===== src/sv/cps_pkg.sv =====
package cps_pkg;

  localparam int unsigned COORD_BITS  = 24;
  localparam int unsigned FRAC_BITS   = 16;
  localparam int unsigned FACTOR_BITS = 32;

  // |coordinate difference| fits DIFF_W bits, squares and dot terms PROD_W,
  // their sums SQ_W
  localparam int unsigned DIFF_W = COORD_BITS + 1;
  localparam int unsigned PROD_W = 2 * DIFF_W;
  localparam int unsigned SQ_W   = PROD_W + 1;
  // quotient bits per divider: enough for the factor before saturation and
  // for an interpolation offset
  localparam int unsigned QUO_W  = (DIFF_W > FACTOR_BITS + 1) ? DIFF_W : FACTOR_BITS + 1;
  localparam int unsigned NUM_W  = SQ_W + QUO_W;

  localparam logic [1:0] WHERE_INTERIOR = 2'd0;
  localparam logic [1:0] WHERE_START    = 2'd1;
  localparam logic [1:0] WHERE_END      = 2'd2;

  typedef struct packed {
    logic signed [COORD_BITS-1:0] seg_start_x;
    logic signed [COORD_BITS-1:0] seg_start_y;
    logic signed [COORD_BITS-1:0] seg_end_x;
    logic signed [COORD_BITS-1:0] seg_end_y;
    logic signed [COORD_BITS-1:0] point_x;
    logic signed [COORD_BITS-1:0] point_y;
  } cps_in_t;

  typedef struct packed {
    logic signed [FACTOR_BITS-1:0] factor_raw;
    logic                          factor_saturated;
    logic [FRAC_BITS:0]            fraction_clamped;
    logic signed [COORD_BITS-1:0]  closest_x;
    logic signed [COORD_BITS-1:0]  closest_y;
    logic [1:0]                    where_found;
    logic                          degenerate;
  } cps_out_t;

  typedef struct packed {
    logic [COORD_BITS-1:0] sx;
    logic [COORD_BITS-1:0] sy;
    logic [COORD_BITS-1:0] ex;
    logic [COORD_BITS-1:0] ey;
  } cps_pts_t;

  typedef struct packed {
    cps_pts_t pts;
    logic     dx_neg;
    logic     dy_neg;
    logic     dot_neg;
    logic     dot_zero;
    logic     degen;
    logic     interior;
    logic     end_near;
    logic     ovf;
    logic     frac_one;
  } cps_side_t;

  typedef struct packed {
    cps_side_t        side;
    logic [NUM_W-1:0] num_f;
    logic [NUM_W-1:0] num_x;
    logic [NUM_W-1:0] num_y;
    logic [SQ_W-1:0]  den;
  } cps_front_t;

  typedef struct packed {
    logic [QUO_W-1:0] quo;
    logic [SQ_W-1:0]  rem;
    logic [SQ_W-1:0]  den;
  } cps_quo_t;

endpackage


===== src/sv/cps_back.sv =====
module cps_back (
  input  cps_pkg::cps_side_t side_i,
  input  cps_pkg::cps_quo_t  fac_i,
  input  cps_pkg::cps_quo_t  qx_i,
  input  cps_pkg::cps_quo_t  qy_i,
  output cps_pkg::cps_out_t  res_o
);
  import cps_pkg::*;

  localparam logic [FACTOR_BITS-1:0] FACTOR_MAX = {1'b0, {(FACTOR_BITS-1){1'b1}}};
  localparam logic [FACTOR_BITS-1:0] FACTOR_MIN = {1'b1, {(FACTOR_BITS-1){1'b0}}};
  localparam logic [FRAC_BITS:0]     FRAC_ONE   = {1'b1, {FRAC_BITS{1'b0}}};

  // round to nearest, halves up
  function automatic logic [QUO_W:0] round_f(cps_quo_t q);
    logic up;
    up = ({q.rem, 1'b0} >= {1'b0, q.den});
    return {1'b0, q.quo} + (QUO_W+1)'(up);
  endfunction

  logic [QUO_W:0] qf, qx, qy, qf_neg;
  logic [COORD_BITS-1:0] offx, offy;

  assign qf     = round_f(fac_i);
  assign qx     = round_f(qx_i);
  assign qy     = round_f(qy_i);
  assign qf_neg = -qf;
  assign offx   = qx[COORD_BITS-1:0];
  assign offy   = qy[COORD_BITS-1:0];

  always_comb begin
    res_o.factor_raw       = '0;
    res_o.factor_saturated = 1'b0;
    res_o.fraction_clamped = '0;
    res_o.closest_x        = side_i.pts.sx;
    res_o.closest_y        = side_i.pts.sy;
    res_o.where_found      = WHERE_START;
    res_o.degenerate       = side_i.degen;
    if (!side_i.degen) begin
      if (!side_i.dot_neg) begin
        if (side_i.ovf || qf > (QUO_W+1)'(FACTOR_MAX)) begin
          res_o.factor_raw       = FACTOR_MAX;
          res_o.factor_saturated = 1'b1;
        end else begin
          res_o.factor_raw = qf[FACTOR_BITS-1:0];
        end
      end else begin
        if (side_i.ovf || qf > (QUO_W+1)'(FACTOR_MIN)) begin
          res_o.factor_raw       = FACTOR_MIN;
          res_o.factor_saturated = 1'b1;
        end else begin
          res_o.factor_raw = qf_neg[FACTOR_BITS-1:0];
        end
      end

      if (side_i.dot_neg || side_i.dot_zero) begin
        res_o.fraction_clamped = '0;
      end else if (side_i.frac_one) begin
        res_o.fraction_clamped = FRAC_ONE;
      end else begin
        res_o.fraction_clamped = qf[FRAC_BITS:0];
      end

      if (side_i.interior) begin
        res_o.where_found = WHERE_INTERIOR;
        res_o.closest_x   = side_i.dx_neg ? side_i.pts.sx - offx : side_i.pts.sx + offx;
        res_o.closest_y   = side_i.dy_neg ? side_i.pts.sy - offy : side_i.pts.sy + offy;
      end else if (side_i.end_near) begin
        res_o.where_found = WHERE_END;
        res_o.closest_x   = side_i.pts.ex;
        res_o.closest_y   = side_i.pts.ey;
      end
    end
  end

endmodule


===== config.mk =====
export PLATFORM = sky130hd
export DESIGN_NAME = cps_back
export DESIGN_NICKNAME = d
export VERILOG_FILES = /design/src/sv/cps_pkg.sv /design/src/sv/cps_back.sv
export SDC_FILE = /design/constraint.sdc
export NUM_CORES = 1
export LEC_CHECK = 0
export BUFFER_PORTS_ARGS = -buffer_cell sky130_fd_sc_hd__buf_2
export CORE_AREA = 5 5 234 236
export DETAILED_ROUTE_END_ITERATION = 8
export DIE_AREA = 0 0 239 241
export PLACE_DENSITY = 0.51
export SYNTH_ARGS = -nofsm -noshare
export SYNTH_HDL_FRONTEND = slang
export SYNTH_SLANG_ARGS = --single-unit

===== constraint.sdc =====
create_clock -name vclk -period 9
set_input_delay 0.9 -clock vclk [all_inputs]
set_output_delay 0.9 -clock vclk [all_outputs]
set_load 0.05 [all_outputs]

-- After elaboration in Yosys (flattened, before gate mapping)
Index checks and enable logic that the tools add are counted.
- register bits: 0
- add/sub/neg operators: 8
- order comparisons: 5
- multiplexer cells: 12
- reduce and logical (&&, ||, !) cells: 3
- operators with widths (kind ; number):
    $ge 52x51->1 ; 3
    $mux 100 ; 1
    $mux 50 ; 2
    $mux 32 ; 2
    $add 24x1->24 ; 2
    $add 24x24->24 ; 2
    $mux 24 ; 2
    $sub 24x24->24 ; 2
    $add 33x1->34 ; 1
    $gt 34x31->1 const B ; 1
    $gt 34x32->1 const B ; 1
    $mux 17 ; 2
    $mux 33 ; 1
    $neg 32->32 ; 1
    $logic_or 1x1->1 ; 3
    $mux 1 ; 2

-- Depth between registers and ports, before layout
Gate-level depths: netlist (run 1).
- word-level depth: 7
- depth in mapped cells: 32
- mapped depth without buffers: 32

-- Worst setup path before layout (run 1)
Ideal clock, no wire load.
- path type: input port to output port
- from: input qy_i[29] in the netlist's numbering
- to: output res_o[23] in the netlist's numbering
- slack: 136 ps
- arrival time: 7964 ps
- data required time: 8100 ps
- stages on the path: 26
- path through: inv_1 ha_1 nand4_1 or2_2 or4_1 o31a_1 o211ai_1 ha_1 ha_1 nand3_1 or4_1 o31ai_1 nor2_1 nor4_1 nor2_1 a21oi_1 o21ai_0 xnor2_1 ha_1 a21oi_1 o21ai_0 a21oi_1 o221ai_1 and3_1 o21ai_0 o311ai_0
- RTL lines (item ; RTL line ; RTL):
    start: declaration ; cps_back.sv:5 ; input cps_pkg::cps_quo_t qy_i,
    end: declaration ; cps_back.sv:6 ; output cps_pkg::cps_out_t res_o

==> results.md, run 1 <==
* Fill cells at 5,851
* Final setup fails at 0
* F_max at 119 MHz
* Most frequent cells in the layout: buf_2 (591), ha_1 (204), inv_1 (191), nor2_1 (144), a21oi_1 (134)
* Die width at around 240 um
* Critical Path RT at 8.10 ns
* Sequential cells at 0
* Pwr per Cell Area at 66.2 mW/mm2
* Synth Cell Area at 0.0118 mm2
* Multi-input logic area at 0.0107 mm2
* Dpl hpwl at 48,700 um
* Crit path from: qy_i[29]
* Cell variety after synth at 91
* Sequential cell area at 0 um2
* Global route overflow at 0
* IO buf count at 593
* Crit path capture type: primary output
* Total power at between 1 and 1.5 mW
* Yosys Warn Count at 0
* Post-Synthesis Cells at 1,752
* Pin count of the biggest net entering global routing at 39
* Period utilization at 93.3%
* Outcome: finished clean
* Max Slew Vio Count at 0
* First-pass GRT wire length at 81,400 um
* Postcts setup bufs at 0
* Hold EP: res_o[67]
* Clock buffer cells at 0
* Via count at 15,000
* Router iterations before antenna repair at 6
* Area leader, netlist: ha_1
* HP Start: side_i[5]
* Post-route setup TNS at 0 ns
* Starting Density at 22.5%
* Core outline area at 0.0522 mm2
* Final #Nets at 3,015
* Vias in the first global route at ~15,000
* Rel. slew slack at 41.9%
* Die H at 241 um
* Worst setup SP type: input pin
* RSZ-0062 raised after global routing: no
* Die area at 0.0576 mm2
* Most common cell after layout, fill and taps aside: buf_2
* Post-Route WL at around 54,000 um
* Slowest CP cell: or4_1
* Global placer's final weighted congestion at 0.945
* Top-area cell type share of the netlist area at 21.9%
* Routed vias/inst at 5.03
* Peak VDD IR at roughly 33 uV
* Top post-synthesis cells by area: ha_1 (22%), xnor2_1 (9.5%), inv_1 (6.1%)
* Layout cells sized above 1 at 29.3%
* Worst-path maximum fanout at 6
* Worst Path Arrival at approximately 7.5 ns
* Worst hold path class: input pin to primary output
* Max-Cap Viols at 0
* Residual DRC count at 0
* Crit Path Category: input pin to primary output
* CP max stage delay at ~0.55 ns
* Pin slew with the least headroom to its limit at about 0.87 ns
* Initial DRC count at 706
* Total GRT Usage at between 10% and 20%
* Avg WL per Cell at between 15 and 20 um
* Final Critical Period at 8.40 ns
* # IOs at 611
* Syn Area/Cell at approximately 6.7 um2
* Final hold violation count at 0
* Syn_nets at 2,470
* Most used cell, CP: ha_1
* Count of antenna-violating nets left after detailed routing at 0
* Row count at 84
* Synthesis-to-layout area growth at 31.9%
* Worst hold path depth at 3
* Post-synthesis sequential area ratio at 0%
* Static leakage at 7.90 nW
* Initial antenna violation count at 9
[logic make-up (layout without fill, tap and decap cells)]
family	Yosys count	after routing	synth area share, %
fa+ha+maj	208	208	22.3
mux	13	13	1.16
simple gates	591	591	26.2
other cells	0	6	0
buf+inv	269	812	9.17
compound gates	486	486	27.4
xor+xnor	185	185	13.8
[power breakdown]
part / leakage (nW) / switching (mW) / internal (mW) / total, mW
combinational: 7.90 / 0.631 / 0.395 / 1.03
sequential: 0 / 0 / 0 / 0
clock: 0.0000380 / 0 / 0.0000000895 / 0.0000000895
total: 7.90 / 0.631 / 0.395 / 1.03
[through the flow]
step	util (%)	setup slack [ns]	instance area, um2	hold slack [ns]	instances
5_1_grt	29.7	0.0336	15500	2.17	2988
4_1_cts	29.5	0.202	15400	2.15	2983
6_report	29.7	0.603	15500	2.15	2989
3_5_place_dp	29.5	0.232	15400	2.15	2983
3_3_place_gp	29.5	0.328	15400	2.14	2983
2_1_floorplan	-	0.136	11800	1.97	1752
[layer usage]
metal	wire length [um]	GRT usage [%]	share of wire [%]
met1	22300	21.3	41
met3	3790	2.94	6.9
met2	27200	32.1	50
met5	46	0	0.084
met4	1180	2.94	2.2
[synth_stat cells, drive strengths merged (8+ instances only)]
| cell type | count |
|---|---|
| mux2i | 8 |
| or3 | 13 |
| nor4 | 25 |
| nand2 | 117 |
| and4 | 9 |
| nor2 | 144 |
| nor2b | 21 |
| nand2b | 17 |
| xnor2 | 127 |
| a21o | 59 |
| or4 | 10 |
| nor3 | 56 |
| and2 | 13 |
| nand3 | 52 |
| and3 | 20 |
| a31oi | 22 |
| ha | 206 |
| inv | 191 |
| a21oi | 135 |
| a22oi | 27 |
| o211ai | 9 |
| o31ai | 12 |
| o21bai | 10 |
| o21a | 11 |
| a2111oi | 8 |
| o21ai | 88 |
| buf | 23 |
| a311oi | 10 |
| clkbuf | 53 |
| nand4 | 59 |
| xor2 | 58 |
| o22ai | 13 |
| a211oi | 20 |
| or2 | 11 |
[worst max-delay path: cells and delay by family]
family / cells / cell delay (ns)
AOI/OAI and AO/OA: 8 / 1.81
and+or+nand+nor: 10 / 2.70
adders and majority gates: 4 / 1.04
buffers and inverters: 5 / 0.76
xor gates and xnor gates: 2 / 0.27
[how the worst max path moves through the flow]
| stage | end | slack [ns] | depth (start not counted) |
|---|---|---|---|
| 5_1_grt | res_o[25] | 0.03 | 36 |
| 3_3_place_gp | res_o[25] | 0.33 | 36 |
| 6_report | res_o[26] | 0.60 | 29 |
| 3_5_place_dp | res_o[47] | 0.23 | 32 |
| 2_1_floorplan | res_o[23] | 0.14 | 26 |
| 4_1_cts | res_o[47] | 0.20 | 32 |
[final cells by class]
type,instances,share of cell area [%]
multi-input cells,1483,69.2
repair buffers,619,20.4
well taps,688,5.55
inverters,193,4.67
diodes,6,0.0968
[timing repair]
action	4_1_cts	5_1_grt
endpoints found under the hold margin	0	0
hold buffers	0	0
setup endpoints to repair	0	10
gates resized for setup	0	15
Note: power is estimated with default switching activity, not from simulation.
==> run 2, diff against run 1 <==
RECOVER_POWER = 100   (was default)
==> run 2 against run 1 <==
  * The flow now finishes with violations (max-capacitance violations, max-slew violations)
  * Highest routed layer unchanged
  * Final cell count about the same
  * Fmax fell by 0.14%
  * Largest cell class unchanged
  * Die area unchanged
  * Sequential share of layout area unchanged
  * Wire length shrank 0.18%
  * Design area fell by 0.82%
  * Worst setup slack worse by 0.012 ns
  * Largest power group unchanged
  * Hold slack better by 0.094 ns
  * Sequential cell count unchanged
  * Power down 0.83%
==> results.md, run 2 (synthesis gave the netlist of run 1 again) <==
* Outcome: finished, violations left
* Violated checks: max-capacitance violations, max-slew violations
* Most common cell after layout, fill and taps aside: buf_2
* Most frequent cells in the layout: buf_2 (499), ha_1 (204), inv_1 (191), nor2_1 (144), a21oi_1 (134)
* Comb power frac at 100.0% (about the same)
* Period utilization at 93.4% (+0.13 points)
* Post-route setup TNS at 0 ns (unchanged)
* IO buf count at 593 (unchanged)
* Most used cell, CP: ha_1
* Post-CTS Hold Buffers at 0 (unchanged)
* Core outline area at 0.0522 mm2 (unchanged)
* Row count at 84 (unchanged)
* Via count at 15,000 (-0.25%)
* Count of antenna-violating nets left after detailed routing at 0 (unchanged)
* Sequential cells at 0 (unchanged)
* Clk pwr share at 0% (unchanged)
* Peak VDD IR at 30.8 uV (-6.2%)
* Total power at 1.02 mW (-0.83%)
* RSZ-0062 raised after global routing: no
* Total GRT Usage at 17.3% (unchanged)
* Worst-path maximum fanout at 6 (unchanged)
* Starting Density at 22.5% (unchanged)
* Max-Cap Viols at 1 (+1)
* Global placer's final weighted congestion at 0.945 (unchanged)
* CP bufs+invs at 5 (unchanged)
* Dpl hpwl at 48,700 um (unchanged)
* Residual DRC count at 0 (unchanged)
* Pwr per Cell Area at 66.2 mW/mm2 (about the same)
* Routed vias/inst at 5.02 (-0.22%)
* WP depth at 29 (unchanged)
* Clock buffer cells at 0 (unchanged)
* Final hold violation count at 0 (unchanged)
* Max Slew Vio Count at 31 (+31)
* Int Power at 0.385 mW (-2.6%)
* Vias in the first global route at 14,700 (unchanged)
* CP max stage delay at 0.55 ns (about the same)
* Router iterations before antenna repair at 5 (-1)
* Die area at 0.0576 mm2 (unchanged)
* Switching fraction of total power at 62.2% (+0.67 points)
* Layout cells sized above 1 at 25.5% (-3.8 points)
* Pin count of the biggest net entering global routing at 39 (unchanged)
* Post-Route WL at 54,400 um (-0.18%)
* Sequential power share at 0% (unchanged)
* Die H at 241 um (unchanged)
* Global route overflow at 0 (unchanged)
* Pin slew with the least headroom to its limit at 1.74 ns (+0.870 ns)
* Worst setup SP type: input pin
* Worst Path Arrival at 7.51 ns (about the same)
* Placed cell area at 0.0154 mm2 (unchanged)
* Worst hold path depth at 3 (unchanged)
* Final Critical Period at 8.41 ns (+0.0116 ns)
* Crit Path Category: input pin to primary output
* # IOs at 611 (unchanged)
* Initial antenna violation count at 9 (unchanged)
* Worst Hold Slack at 2.24 ns (+0.0943 ns)
* First-pass GRT wire length at 81,400 um (unchanged)
* Static leakage at 7.60 nW (-3.8%)
* Post-route cell area at 0.0154 mm2 (-0.82%)
* Synthesis-to-layout area growth at 30.8%
* Top Family by Delay on Critical Path: simple AND/OR/NAND/NOR gates
* Critical Path RT at 8.10 ns (about the same)
* Rel. slew slack at -15.7% (-58 points)
* Crit path capture type: primary output
* Worst hold path class: input pin to primary output
* Final setup fails at 0 (unchanged)
* Avg WL per Cell at 18.2 um (-0.14%)
* Switch Pwr at 0.633 mW (+0.25%)
* F_max at 119 MHz (-0.14%)
* Sequential cell area at 0 um2 (unchanged)
* Final design utilization at 29.4% (-0.24 points)
* Slowest CP cell: or4_1
* Final #Nets at 3,015 (unchanged)
* Initial DRC count at 727 (+3.0%)
* Die width at 239 um (unchanged)
-- run 2: changes by cell type in the layout (fill, tap and decap cells not counted), sizes merged --
cell,delta
buf,-94
diode,-1
clkbuf,+94
-- run 2: power by group through the flow --
| stage | clock [mW] | sequential, mW | combinational (mW) |
|---|---|---|---|
| 2_1_floorplan | 0 | 0 | 0.686 |
| 3_5_place_dp | 0 | 0 | 1.02 |
| 5_1_grt | 0.0000000743 | 0 | 1.12 |
| 3_3_place_gp | 0 | 0 | 1.01 |
| 4_1_cts | 0 | 0 | 1.02 |
| 6_report | 0.0000000744 | 0 | 1.02 |
-- run 2: final cells by class --
cell class / count / area (um2)
diodes: 5 / 12.5
fillers: 5900 / 36900
inverters: 193 / 724
multi-input cells: 1483 / 10700
well taps: 688 / 861
repair buffers: 619 / 3050
-- run 2: timing repair --
action,CTS,global route
buffers inserted,0,0
setup endpoints to repair,0,10
gates resized for setup,0,15
-- run 2: worst min-delay path: stages --
cell	delay [ns]
buf_2	0.09
a2111oi_0	0.06
clkbuf_1	0.29
-- run 2: routing by layer --
metal | GRT usage [%] | wire length (um) | vias up
met1 | 21.3 | 22400 | 6936
met5 | 0 | 46 | -
li1 | - | - | 7461
met4 | 2.94 | 1030 | 6
met3 | 2.94 | 3620 | 54
met2 | 32.1 | 27300 | 530
-- run 2: final timing paths --
path	startpoint	end	slack (ns)
setup / recovery	qy_i[29]	res_o[26]	0.59
hold / removal	side_i[5]	res_o[67]	2.24
-- run 2: stage by stage --
stage / instances / setup slack, ns
final: 2988 / 0.591
after global routing: 2988 / 0.0251
after CTS: 2983 / 0.202
after detailed placement: 2983 / 0.232
after global placement: 2983 / 0.328
after floorplan: 1752 / 0.136
